## src/rtl/core/brr_pkg.sv

```systemverilog
// Shared types and constants for the BRR sample decoder.
// No dependencies; imported by every module of the block.
package brr_pkg;

    // Input item: one byte of a block plus its tags
    typedef struct packed {
        logic [7:0] data_byte;
        logic       is_header;
        logic       restart;
    } brr_in_t;

    // Result item: one decoded sample
    typedef struct packed {
        logic signed [15:0] sample;
        logic               second_of_pair;
        logic               end_flag;
        logic               loop_flag;
    } brr_out_t;

    // Classified operation handed from front to back
    typedef enum logic [1:0] {
        OP_DATA   = 2'd0,
        OP_HEADER = 2'd1,
        OP_KEYON  = 2'd2
    } op_kind_t;

    typedef struct packed {
        op_kind_t   kind;
        logic [7:0] data_byte;
    } brr_op_t;

    // Filter select codes (header bits 3..2)
    localparam logic [1:0] FILT_NONE = 2'd0;
    localparam logic [1:0] FILT_ONE  = 2'd1;
    localparam logic [1:0] FILT_TWO  = 2'd2;
    localparam logic [1:0] FILT_THREE = 2'd3;

    // Largest shift range that scales the nibble normally
    localparam logic [3:0] RANGE_MAX = 4'd12;

    // Queue between front and back
    localparam int QDEPTH = 2;
    localparam int QPTR_W = $clog2(QDEPTH);
    localparam int QCNT_W = $clog2(QDEPTH + 1);

endpackage : brr_pkg

```

## src/rtl/core/brr_sample_decoder_unit.sv

```systemverilog
// Top level of the BRR sample decoder: front, queue and back stages.
// Depends on brr_pkg, brr_front, brr_queue and brr_back.
//
// Decodes bit-rate-reduced ADPCM. Each input item is one byte of a block:
// a header byte (is_header high) loads shift range, filter, loop and end
// bits and, with restart high, clears the two-sample history; it gives no
// result. A data byte gives two signed 16-bit samples, high nibble first,
// each tagged with the current end and loop bits; second_of_pair marks the
// low-nibble sample. A data byte is decoded one nibble at a time by the
// single nibble decoder in the back stage, whose result feeds the history
// used by the very next nibble. The front register and a two-entry queue
// let input items keep arriving while a sample waits in the output
// register. The path from acceptance to the first sample runs through the
// front register, the queue and the output register. Data arriving before
// any header decodes with range 0 and no filter.
module brr_sample_decoder_unit (
    input  logic              clk,
    input  logic              rst_n,
    input  logic              src_valid,
    output logic              src_stall,
    input  brr_pkg::brr_in_t  src_data,
    output logic              smp_valid,
    input  logic              smp_stall,
    output brr_pkg::brr_out_t smp_data
);
    import brr_pkg::*;

    // Front to queue
    logic    op_valid;
    brr_op_t op;
    logic    q_full;

    // Queue to back
    logic    q_valid;
    brr_op_t q_op;
    logic    q_pop;

    brr_front u_front (
        .clk       (clk),
        .rst_n     (rst_n),
        .src_valid (src_valid),
        .src_stall (src_stall),
        .src_data  (src_data),
        .op_valid  (op_valid),
        .op        (op),
        .op_full   (q_full)
    );

    brr_queue u_queue (
        .clk        (clk),
        .rst_n      (rst_n),
        .push       (op_valid),
        .push_op    (op),
        .full       (q_full),
        .pop        (q_pop),
        .head_valid (q_valid),
        .head_op    (q_op)
    );

    brr_back u_back (
        .clk       (clk),
        .rst_n     (rst_n),
        .q_valid   (q_valid),
        .q_op      (q_op),
        .q_pop     (q_pop),
        .smp_valid (smp_valid),
        .smp_stall (smp_stall),
        .smp_data  (smp_data)
    );

endmodule : brr_sample_decoder_unit

```

## src/rtl/core/brr_front.sv

```systemverilog
// Front stage: accepts input items and classifies them into operations.
// Depends on brr_pkg.
module brr_front (
    input  logic             clk,
    input  logic             rst_n,
    input  logic             src_valid,
    output logic             src_stall,
    input  brr_pkg::brr_in_t src_data,
    output logic             op_valid,
    output brr_pkg::brr_op_t op,
    input  logic             op_full
);
    import brr_pkg::*;

    logic    front_valid_reg;
    logic    front_valid_next;
    brr_op_t op_reg;
    brr_op_t op_next;
    logic    take;

    // Register can refill whenever it is empty or its item moves to the queue
    assign src_stall = front_valid_reg && op_full;
    assign take      = src_valid && !src_stall;

    always_comb
    begin
        op_next           = op_reg;
        op_next.data_byte = src_data.data_byte;
        if (!src_data.is_header)
        begin
            op_next.kind = OP_DATA;
        end
        else if (src_data.restart)
        begin
            op_next.kind = OP_KEYON;
        end
        else
        begin
            op_next.kind = OP_HEADER;
        end
        front_valid_next = take || (front_valid_reg && op_full);
    end

    always_ff @(posedge clk or negedge rst_n)
    begin
        if (!rst_n)
        begin
            front_valid_reg <= 1'b0;
        end
        else
        begin
            front_valid_reg <= front_valid_next;
        end
    end

    always_ff @(posedge clk)
    begin
        if (take)
        begin
            op_reg <= op_next;
        end
    end

    assign op_valid = front_valid_reg;
    assign op       = op_reg;

endmodule : brr_front

```

## src/rtl/core/brr_queue.sv

```systemverilog
// Short queue of classified operations between front and back.
// Depends on brr_pkg (entry type and depth).
module brr_queue (
    input  logic             clk,
    input  logic             rst_n,
    input  logic             push,
    input  brr_pkg::brr_op_t push_op,
    output logic             full,
    input  logic             pop,
    output logic             head_valid,
    output brr_pkg::brr_op_t head_op
);
    import brr_pkg::*;

    brr_op_t             entry_reg [QDEPTH];
    logic [QPTR_W-1:0]   wr_ptr_reg;
    logic [QPTR_W-1:0]   wr_ptr_next;
    logic [QPTR_W-1:0]   rd_ptr_reg;
    logic [QPTR_W-1:0]   rd_ptr_next;
    logic [QCNT_W-1:0]   count_reg;
    logic [QCNT_W-1:0]   count_next;
    logic                do_push;
    logic                do_pop;

    assign full       = (count_reg == QCNT_W'(QDEPTH));
    assign head_valid = (count_reg != '0);
    assign head_op    = entry_reg[rd_ptr_reg];
    assign do_push    = push && !full;
    assign do_pop     = pop && head_valid;

    always_comb
    begin
        wr_ptr_next = wr_ptr_reg;
        rd_ptr_next = rd_ptr_reg;
        count_next  = count_reg;
        if (do_push)
        begin
            wr_ptr_next = (wr_ptr_reg == QPTR_W'(QDEPTH - 1)) ? '0 : wr_ptr_reg + 1'b1;
        end
        if (do_pop)
        begin
            rd_ptr_next = (rd_ptr_reg == QPTR_W'(QDEPTH - 1)) ? '0 : rd_ptr_reg + 1'b1;
        end
        if (do_push && !do_pop)
        begin
            count_next = count_reg + 1'b1;
        end
        else if (do_pop && !do_push)
        begin
            count_next = count_reg - 1'b1;
        end
    end

    always_ff @(posedge clk or negedge rst_n)
    begin
        if (!rst_n)
        begin
            wr_ptr_reg <= '0;
            rd_ptr_reg <= '0;
            count_reg  <= '0;
        end
        else
        begin
            wr_ptr_reg <= wr_ptr_next;
            rd_ptr_reg <= rd_ptr_next;
            count_reg  <= count_next;
        end
    end

    always_ff @(posedge clk)
    begin
        if (do_push)
        begin
            entry_reg[wr_ptr_reg] <= push_op;
        end
    end

    // Occupancy must rise by one on a push without a pop
    a_count_track: assert property (@(posedge clk) disable iff (!rst_n)
        (do_push && !do_pop) |=> (count_reg == $past(count_reg) + 1'b1))
        else $error("queue count did not follow a push");

endmodule : brr_queue

```

## src/rtl/core/brr_back.sv

```systemverilog
// Back stage: holds header and history, decodes nibbles one per cycle while the output is not stalled.
// Depends on brr_pkg.
module brr_back (
    input  logic              clk,
    input  logic              rst_n,
    input  logic              q_valid,
    input  brr_pkg::brr_op_t  q_op,
    output logic              q_pop,
    output logic              smp_valid,
    input  logic              smp_stall,
    output brr_pkg::brr_out_t smp_data
);
    import brr_pkg::*;

    logic [7:0]         header_reg;
    logic [7:0]         header_next;
    logic [15:0]        hist1_reg;
    logic [15:0]        hist1_next;
    logic [15:0]        hist2_reg;
    logic [15:0]        hist2_next;
    logic               phase_reg;
    logic               phase_next;
    logic               out_valid_reg;
    logic               out_valid_next;
    brr_out_t           out_reg;
    brr_out_t           out_next;

    logic               slot_free;
    logic               fire;
    logic [3:0]         nib;
    logic [3:0]         range_sel;
    logic [1:0]         filt_sel;
    logic signed [19:0] nib_x;
    logic signed [19:0] scaled;
    logic signed [19:0] p1;
    logic signed [19:0] p2;
    logic signed [19:0] m3;
    logic signed [19:0] m13;
    logic signed [19:0] acc;
    logic [15:0]        sat;
    logic [15:0]        dec;

    assign slot_free = !out_valid_reg || !smp_stall;
    assign fire      = q_valid && (q_op.kind == OP_DATA) && slot_free;
    assign q_pop     = q_valid && ((q_op.kind != OP_DATA) || (fire && phase_reg));

    // Nibble decode and prediction
    always_comb
    begin
        range_sel = header_reg[7:4];
        filt_sel  = header_reg[3:2];
        nib       = phase_reg ? q_op.data_byte[3:0] : q_op.data_byte[7:4];
        nib_x     = 20'(signed'(nib));
        if (range_sel <= RANGE_MAX)
        begin
            scaled = (nib_x <<< range_sel) >>> 1;
        end
        else
        begin
            scaled = nib[3] ? -20'sd2048 : 20'sd0;
        end
        p1  = 20'(signed'(hist1_reg));
        p2  = 20'(signed'(hist2_reg)) >>> 1;
        m3  = -((p1 <<< 1) + p1);
        m13 = -((p1 <<< 3) + (p1 <<< 2) + p1);
        acc = scaled;
        unique case (filt_sel)
            FILT_ONE:
            begin
                acc = scaled + (p1 >>> 1) + ((-p1) >>> 5);
            end
            FILT_TWO:
            begin
                acc = scaled + p1 - p2 + (p2 >>> 4) + (m3 >>> 6);
            end
            FILT_THREE:
            begin
                acc = scaled + p1 - p2 + (m13 >>> 7) + (((p2 <<< 1) + p2) >>> 4);
            end
            default:
            begin
                acc = scaled;
            end
        endcase
        if (acc < -20'sd32768)
        begin
            sat = 16'h8000;
        end
        else if (acc > 20'sd32767)
        begin
            sat = 16'h7fff;
        end
        else
        begin
            sat = acc[15:0];
        end
        dec = {sat[14:0], 1'b0};
    end

    always_comb
    begin
        header_next    = header_reg;
        hist1_next     = hist1_reg;
        hist2_next     = hist2_reg;
        phase_next     = phase_reg;
        out_next       = out_reg;
        out_valid_next = out_valid_reg && smp_stall;
        if (q_valid && (q_op.kind != OP_DATA))
        begin
            header_next = q_op.data_byte;
            if (q_op.kind == OP_KEYON)
            begin
                hist1_next = '0;
                hist2_next = '0;
            end
        end
        else if (fire)
        begin
            hist2_next              = hist1_reg;
            hist1_next              = dec;
            phase_next              = !phase_reg;
            out_next.sample         = signed'(dec);
            out_next.second_of_pair = phase_reg;
            out_next.end_flag       = header_reg[0];
            out_next.loop_flag      = header_reg[1];
            out_valid_next          = 1'b1;
        end
    end

    always_ff @(posedge clk or negedge rst_n)
    begin
        if (!rst_n)
        begin
            header_reg    <= '0;
            hist1_reg     <= '0;
            hist2_reg     <= '0;
            phase_reg     <= 1'b0;
            out_valid_reg <= 1'b0;
        end
        else
        begin
            header_reg    <= header_next;
            hist1_reg     <= hist1_next;
            hist2_reg     <= hist2_next;
            phase_reg     <= phase_next;
            out_valid_reg <= out_valid_next;
        end
    end

    always_ff @(posedge clk)
    begin
        out_reg <= out_next;
    end

    assign smp_valid = out_valid_reg;
    assign smp_data  = out_reg;

    // Half-way through a byte the same data item must still be at the head
    a_phase_on_data: assert property (@(posedge clk) disable iff (!rst_n)
        phase_reg |-> (q_valid && (q_op.kind == OP_DATA)))
        else $error("second nibble pending without a data item at the head");

    // A first-nibble sample always leaves the pair half done
    a_pair_order: assert property (@(posedge clk) disable iff (!rst_n)
        (fire && !phase_reg) |=> (phase_reg && smp_valid && !smp_data.second_of_pair))
        else $error("first sample of pair not followed by pending second");

    // Key on clears both history samples
    a_keyon_clear: assert property (@(posedge clk) disable iff (!rst_n)
        (q_valid && (q_op.kind == OP_KEYON)) |=> ((hist1_reg == '0) && (hist2_reg == '0)))
        else $error("history not cleared by key on");

endmodule : brr_back
```

## config.mk

```make
export PLATFORM = sky130hd
export DESIGN_NAME = brr_sample_decoder_unit
export DESIGN_NICKNAME = d
export VERILOG_FILES = /design/src/rtl/core/brr_pkg.sv /design/src/rtl/core/brr_sample_decoder_unit.sv /design/src/rtl/core/brr_front.sv /design/src/rtl/core/brr_queue.sv /design/src/rtl/core/brr_back.sv
export SDC_FILE = /design/constraint.sdc
export NUM_CORES = 1
export LEC_CHECK = 0
export ABC_CLOCK_PERIOD_IN_PS = 9150
export BUFFER_PORTS_ARGS = -buffer_cell sky130_fd_sc_hd__buf_2
export CAP_MARGIN = 40
export CORE_ASPECT_RATIO = 1.4
export CORE_MARGIN = 10
export CORE_UTILIZATION = 30
export DETAILED_ROUTE_END_ITERATION = 12
export PLACE_DENSITY = 0.55
export SETUP_SLACK_MARGIN = 0.4
export SYNTH_ARGS = -nofsm -noshare
export SYNTH_HDL_FRONTEND = slang
export SYNTH_SLANG_ARGS = --single-unit
```

## constraint.sdc

```tcl
create_clock -name clk -period 9.15 [get_ports clk]
set_clock_uncertainty 0.15 [all_clocks]
set_input_delay 0.4575 -clock clk [delete_from_list [all_inputs] [get_ports clk]]
set_output_delay 0.4575 -clock clk [all_outputs]
set_load 0.02 [all_outputs]
```

==> results.py, run 1 <==
metrics = {
    "status": {
        "outcome": "completed",
    },
    "sta": {
        "rsz0062_at_grt": "true",
        "max_freq_mhz": 119,
        "finalCritPeriodShare_pct": 91.5,
        "final_max_slew_viol_count": 0,
        "whs_ns": 0.0538,
        "slew_headroom_pct": 41.7,
        "worst_slack_ns": 0.774,
        "min_period_ns": 8.38,
        "hold_viol_final": 0,
        "worstMarginPinSlew_ns": 0.875,
        "setup_viol": 0,
        "setup_tns_ns": 0,
    },
    "setup_path": {
        "startpoint_type": "register",
        "crit_arrival_ns": 8.31,
        "setup.worst_path.start": "u_queue.rd_ptr_reg$_DFFE_PN0P_",
        "cp.required_ns": 9.09,
        "cpPeakStageDelay_ns": 0.57,
        "crit_type": "reg -> reg",
        "r2r-start": "u_queue.rd_ptr_reg$_DFFE_PN0P_",
        "crit_path_max_fanout": 15,
        "cp-end-kind": "register",
        "cp_slowest_cell": "dfrtp_4",
    },
    "cts": {
        "cts_buffers": 9,
        "cts_tree": "built",
        "clk_pin_slew_worst_paths_ns": 0.09,
        "insertion_delay_ns": 0.37,
        "clock-sinks": 93,
        "root_buffer": "clkbuf_16",
        "h-tree-depth": 3,
        "clockBufferDepth": 2,
        "cts_hold_buf": 0,
    },
    "finish": {
        "largest_reg_flops": 20,
        "layout_common_cells": "149 x ha_1, 137 x inv_1, 113 x nor2_1, 91 x nand2_1, 82 x fa_1",
        "fillers": 4130,
        "design_area_um2": 13600,
        "final_common_cell": "ha_1",
        "drive_gt1_share_pct": 10.6,
        "n_antenna_cell": 0,
        "fin_nets": 1624,
        "synthToLayoutAreaGrowth_pct": 10.6,
    },
    "floorplan": {
        "core_um2": 40400,
        "start_util_pct": 30.4,
        "die_y_um": 259,
        "fp.dieArea_um2": 49600,
        "die_w_um": 191,
        "rows": 87,
        "ios": 35,
    },
    "logic_synthesis": {
        "synth_edf_count": 48,
        "synth_top_cell_by_area": "ha_1",
        "ys_warn_count": 0,
        "synth_seq_area_share_pct": 20.9,
        "avgSynthCellArea_um2": 9.16,
        "synth_cells": 1342,
        "synth.distinct_cells": 79,
        "syn_area_um2": 12300,
        "synth_ff_type": "edfxtp_1",
        "yosysTopAreaCellShare_pct": 15.5,
        "synth_area_leaders": "ha_1 15%, fa_1 13%, edfxtp_1 12%, dfrtp_1 9.2%, xnor2_1 4.3%",
        "syn_nets": 1590,
        "ys_ff_latch": 93,
        "async_flop_share_pct": 48.4,
    },
    "global_routing": {
        "grt_overflow": 0,
        "grt_pass1_wl_um": 56500,
        "grt_max_degree": 46,
        "grt_usage_pct": 14.9,
        "antenna_found_initial": 0,
        "grt_pass1_vias": 10100,
    },
    "flow_run": {
        "drv_cap": 0,
    },
    "route": {
        "first_pass_iters": 5,
        "ant_nets": 0,
        "wire_per_inst_um": 19.3,
        "route.vias.total": 9840,
        "wirelength_um": 36900,
        "drc": 0,
        "via_per_inst": 5.14,
        "drt_iter0_markers": 545,
    },
    "placed_design": {
        "hpwlAfterDp_um": 30700,
        "dp_slack_ns": 0.192,
        "post_dp_cell_area_um2": 13100,
        "port_buffers": 33,
        "place_congestion": 0.914,
    },
    "min_path": {
        "hold_path.class": "in -> async",
    },
}
path summary, 6_finish.rpt:
kind / to / depth (start not counted) / slack (ns)
setup / recovery: u_back.smp_data[11]$_DFFE_PP_ / 34 / 0.77
hold / removal: u_back.hist2_reg[5]$_DFFE_PN0P_ / 2 / 0.05
setup reg to reg: u_back.smp_data[11]$_DFFE_PP_ / 34 / 0.77
hold reg to reg: u_queue.entry_reg[1][3]$_DFFE_PP_ / 0 / 0.29
max in group asynchronous: u_queue.rd_ptr_reg$_DFFE_PN0P_ / 2 / 8.29
min in group clk: u_front.op[4]$_DFFE_PP_ / 1 / 0.11
through the flow:
stage               cells  utilization (%)
finish               1915             33.7
global route         1915             33.7
CTS                  1910             33.3
detailed placement   1894             32.5
global placement     1891             32.4
floorplan            1342                -
repair_timing:
action                                 in CTS  in global routing
setup buffers                               0                  5
setup endpoints to repair                  30                 30
endpoints found under the hold margin       0                  0
pin swaps                                   0                  6
gates resized for setup                     3                 27
cells in the mapped netlist (23+ instances only):
cell type and number:
ha_1 152, inv_1 137, nor2_1 118, nand2_1 91, a21oi_1 85, fa_1 82, o21ai_0 79, xnor2_1 60
edfxtp_1 48, dfrtp_1 45, xor2_1 43, a21o_1 41, clkbuf_1 25, nand2b_1 23
metal layers:
| layer | wire (um) | track usage, % | vias up |
|---|---|---|---|
| met4 | 2730 | 10.6 | 0 |
| met5 | 0 | 0 | - |
| li1 | - | - | 4823 |
| met2 | 19900 | 28.0 | 185 |
| met3 | 724 | 1.61 | 104 |
| met1 | 13500 | 14.7 | 4728 |
worst max-delay path, delay by kind of cell, from the launching register on:
kind | cells | cell delay (ns)
AOI/OAI and AO/OA | 16 | 2.83
adders and majority gates | 4 | 1.75
xor gates and xnor gates | 3 | 0.87
buffers and inverters | 3 | 0.45
and+or+nand+nor | 5 | 0.84
DFF | 1 | 0.57
muxes | 3 | 0.65
final cells by class:
| cell class | count | area [um2] | area share [%] |
|---|---|---|---|
| multi-input cells | 1081 | 9170 | 67.5 |
| clock buffers | 9 | 225 | 1.66 |
| repair buffers | 54 | 350 | 2.58 |
| well taps | 534 | 668 | 4.92 |
| flip-flops and latches | 93 | 2570 | 18.9 |
| inverters | 137 | 514 | 3.78 |
| clock inverters | 7 | 90.1 | 0.663 |
kinds of logic after synthesis:
group                    synth area share (%)
AO/OA/AOI/OAI                            20.3
AND/OR/NAND/NOR                          13.2
adder cells (fa/ha/maj)                  28.8
buffers and inverters                    5.32
XOR/XNOR                                 7.72
flip-flops                               20.9
multiplexers                             3.69
other                                  0.0305
Power of run 1 is left out: the tool's default activity adds up to more than one toggle a clock period on the data nets, which glitch-free logic cannot reach.
==> run 2, diff against run 1 <==
Settings changed: ABC_AREA set to 1, SLEW_MARGIN set to 30.
==> run 2 against run 1 <==
Effect of this change: final area is 1.4% higher; global-route usage rose by 0.52 points; worst setup slack improved by 0.69 ns.
==> results.py, run 2 <==
metrics = {
    "status": {
        "outcome": "completed",
    },
    "cts": {
        "cts_tree": "built",
        "clk_pin_slew_worst_paths_ns": 0.08,
        "clock-sinks": 93,
        "cts_buffers": 9,
        "cts_hold_buf": 0,
        "cts_setup_buffers": 0,
        "root_buffer": "clkbuf_16",
        "clockBufferDepth": 2,
        "h-tree-depth": 3,
        "insertion_delay_ns": 0.36,
        "ctsResizeCount": 0,
    },
    "placed_design": {
        "place_congestion": 0.996,
        "hpwlAfterDp_um": 34000,
        "dp_slack_ns": 1.29,
        "post_dp_cell_area_um2": 13400,
        "port_buffers": 33,
    },
    "finish": {
        "final_common_cell": "nand2_1",
        "largest_reg_flops": 20,
        "design_area_um2": 13800,
        "n_antenna_cell": 0,
        "fillers": 4501,
        "fin_nets": 1960,
        "layout_common_cells": "351 x nand2_1, 241 x inv_1, 152 x ha_1, 145 x a21oi_1, 111 x o21ai_0",
        "synthToLayoutAreaGrowth_pct": 9.13,
        "drive_gt1_share_pct": 6.46,
    },
    "logic_synthesis": {
        "ys_warn_count": 0,
        "synth_edf_count": 48,
        "synth_cells": 1675,
        "synth_adder_area_share_pct": 28.1,
        "synth_area_leaders": "ha_1 15%, fa_1 13%, edfxtp_1 11%, nand2_1 10%, dfrtp_1 8.9%",
        "syn_nets": 1923,
        "synth_compound_gate_area_share_pct": 15.8,
        "yosysTopAreaCellShare_pct": 15.1,
        "yosys-mux-area-fraction_pct": 0.0792,
        "synth_seq_area_share_pct": 20.3,
        "synthTopCellsByCount": "351 x nand2_1, 241 x inv_1, 152 x ha_1, 145 x a21oi_1, 111 x o21ai_0",
        "synth_top_cell_by_area": "ha_1",
        "ys_ff_latch": 93,
        "async_flop_share_pct": 48.4,
        "yosys.area_share.simple_pct": 22.3,
        "synth_ff_type": "edfxtp_1",
        "syn_area_um2": 12600,
        "synthXorXnorAreaFrac_pct": 5.06,
        "avgSynthCellArea_um2": 7.54,
        "synth_top_family_by_area": "adder cells",
        "synth.distinct_cells": 55,
        "synth.most_common_cell": "nand2_1",
    },
    "floorplan": {
        "fp.dieArea_um2": 50800,
        "die_w_um": 193,
        "start_util_pct": 30.5,
        "core_um2": 41400,
        "die_y_um": 263,
        "rows": 88,
        "ios": 35,
    },
    "setup_path": {
        "crit_type": "reg -> reg",
        "cpPeakStageDelay_ns": 0.51,
        "cp-end-kind": "register",
        "startpoint_type": "register",
        "crit_arrival_ns": 7.64,
        "r2r_slack_ns": 1.47,
        "cp.required_ns": 9.10,
        "reg2reg_to": "u_back.smp_data[8]$_DFFE_PP_",
        "r2r_cells": 39,
        "cp_slowest_cell": "dfrtp_1",
        "crit_path_max_fanout": 16,
        "cpMostUsedCell": "nand2_1",
        "r2r-start": "u_queue.rd_ptr_reg$_DFFE_PN0P_",
    },
    "min_path": {
        "hold_path.class": "in -> async",
    },
    "global_routing": {
        "antenna_found_initial": 0,
        "grt_max_degree": 46,
        "grt_usage_pct": 15.4,
        "grt_overflow": 0,
        "grt_pass1_vias": 11600,
        "grt_pass1_wl_um": 62700,
    },
    "route": {
        "route.vias.total": 11500,
        "via_per_inst": 5.11,
        "drt_iter0_markers": 792,
        "drc": 0,
        "first_pass_iters": 7,
        "ant_nets": 0,
        "wire_per_inst_um": 17.8,
        "wirelength_um": 40200,
    },
    "sta": {
        "setup_tns_ns": 0,
        "final_max_slew_viol_count": 0,
        "worstMarginPinSlew_ns": 0.772,
        "setup_viol": 0,
        "worst_slack_ns": 1.47,
        "slew_headroom_pct": 48.0,
        "hold_viol_final": 0,
        "max_freq_mhz": 130,
        "min_period_ns": 7.68,
        "rsz0062_at_grt": "false",
        "finalCritPeriodShare_pct": 84.0,
    },
    "flow_run": {
        "drv_cap": 0,
    },
}
run 2: changes by cell type in the layout (fill, tap and decap cells not counted), moves of 14 or more:
cell,before,now
a21o_1,41,11
a21oi_1,81,145
inv_1,137,241
mux2i_1,15,1
nand2_1,91,351
nand2b_1,22,1
nand3_1,20,107
nand4_1,3,24
nor2b_1,20,0
o21a_1,22,2
o21ai_0,77,111
xnor2_1,59,21
run 2: how the worst max path moves through the flow:
stage,slack [ns],start,endpoint,cells past startpoint
final,1.47,u_queue.rd_ptr_reg$_DFFE_PN0P_,u_back.smp_data[8]$_DFFE_PP_,39
after global placement,1.42,u_queue.rd_ptr_reg$_DFFE_PN0P_,u_back.smp_data[10]$_DFFE_PP_,38
after CTS,1.25,u_queue.rd_ptr_reg$_DFFE_PN0P_,u_back.smp_data[18]$_DFFE_PP_,36
after global routing,0.73,u_queue.rd_ptr_reg$_DFFE_PN0P_,u_back.smp_data[8]$_DFFE_PP_,41
after detailed placement,1.29,u_queue.rd_ptr_reg$_DFFE_PN0P_,u_back.smp_data[18]$_DFFE_PP_,36
after floorplan,2.75,u_queue.rd_ptr_reg$_DFFE_PN0P_,u_back.smp_data[13]$_DFFE_PP_,47
run 2: routing by layer:
layer | track usage (%) | share of wire, % | vias up
li1 | - | - | 5689
met1 | 16.1 | 38 | 5427
met2 | 28.5 | 52 | 313
met3 | 1.52 | 3.6 | 96
met4 | 10.2 | 7.0 | 0
met5 | 0 | 0 | -
run 2: area by class of cell:
cell class / instances / area, um2 / area share (%)
sequential: 93 / 2570 / 18.6
clock buffer: 9 / 225 / 1.63
tap: 540 / 676 / 4.90
multi-input combinational: 1313 / 9010 / 65.4
inverter: 248 / 933 / 6.77
clock inverter: 7 / 81.3 / 0.590
timing repair buffer: 47 / 290 / 2.11
run 2: kinds of logic (layout without fill, tap and decap cells):
family,after synthesis,after routing
and+or+nand+nor,651,651
AOI/OAI and AO/OA,353,353
buffers and inverters,269,311
adders and majority gates,234,234
DFF,93,93
xor gates and xnor gates,73,73
other,1,1
muxes,1,1
run 2: stage by stage:
| step | instances | utilization [%] | hold slack, ns |
|---|---|---|---|
| 3_3_place_gp | 2238 | 32.5 | 0.275 |
| 4_1_cts | 2255 | 33.2 | 0.0694 |
| 2_1_floorplan | 1675 | - | 0.0119 |
| 3_5_place_dp | 2239 | 32.5 | 0.281 |
| 5_1_grt | 2257 | 33.3 | 0.109 |
| 6_report | 2257 | 33.3 | 0.0435 |
run 2: critical path: cells and delay by family (launching register included):
| kind | cells | cell delay [ns] |
|---|---|---|
| DFF | 1 | 0.51 |
| and+or+nand+nor | 21 | 3.11 |
| AOI/OAI and AO/OA | 8 | 1.04 |
| xor gates and xnor gates | 1 | 0.14 |
| buffers and inverters | 5 | 0.73 |
| adders and majority gates | 4 | 1.71 |
Power of run 2 is left out for the same reason.
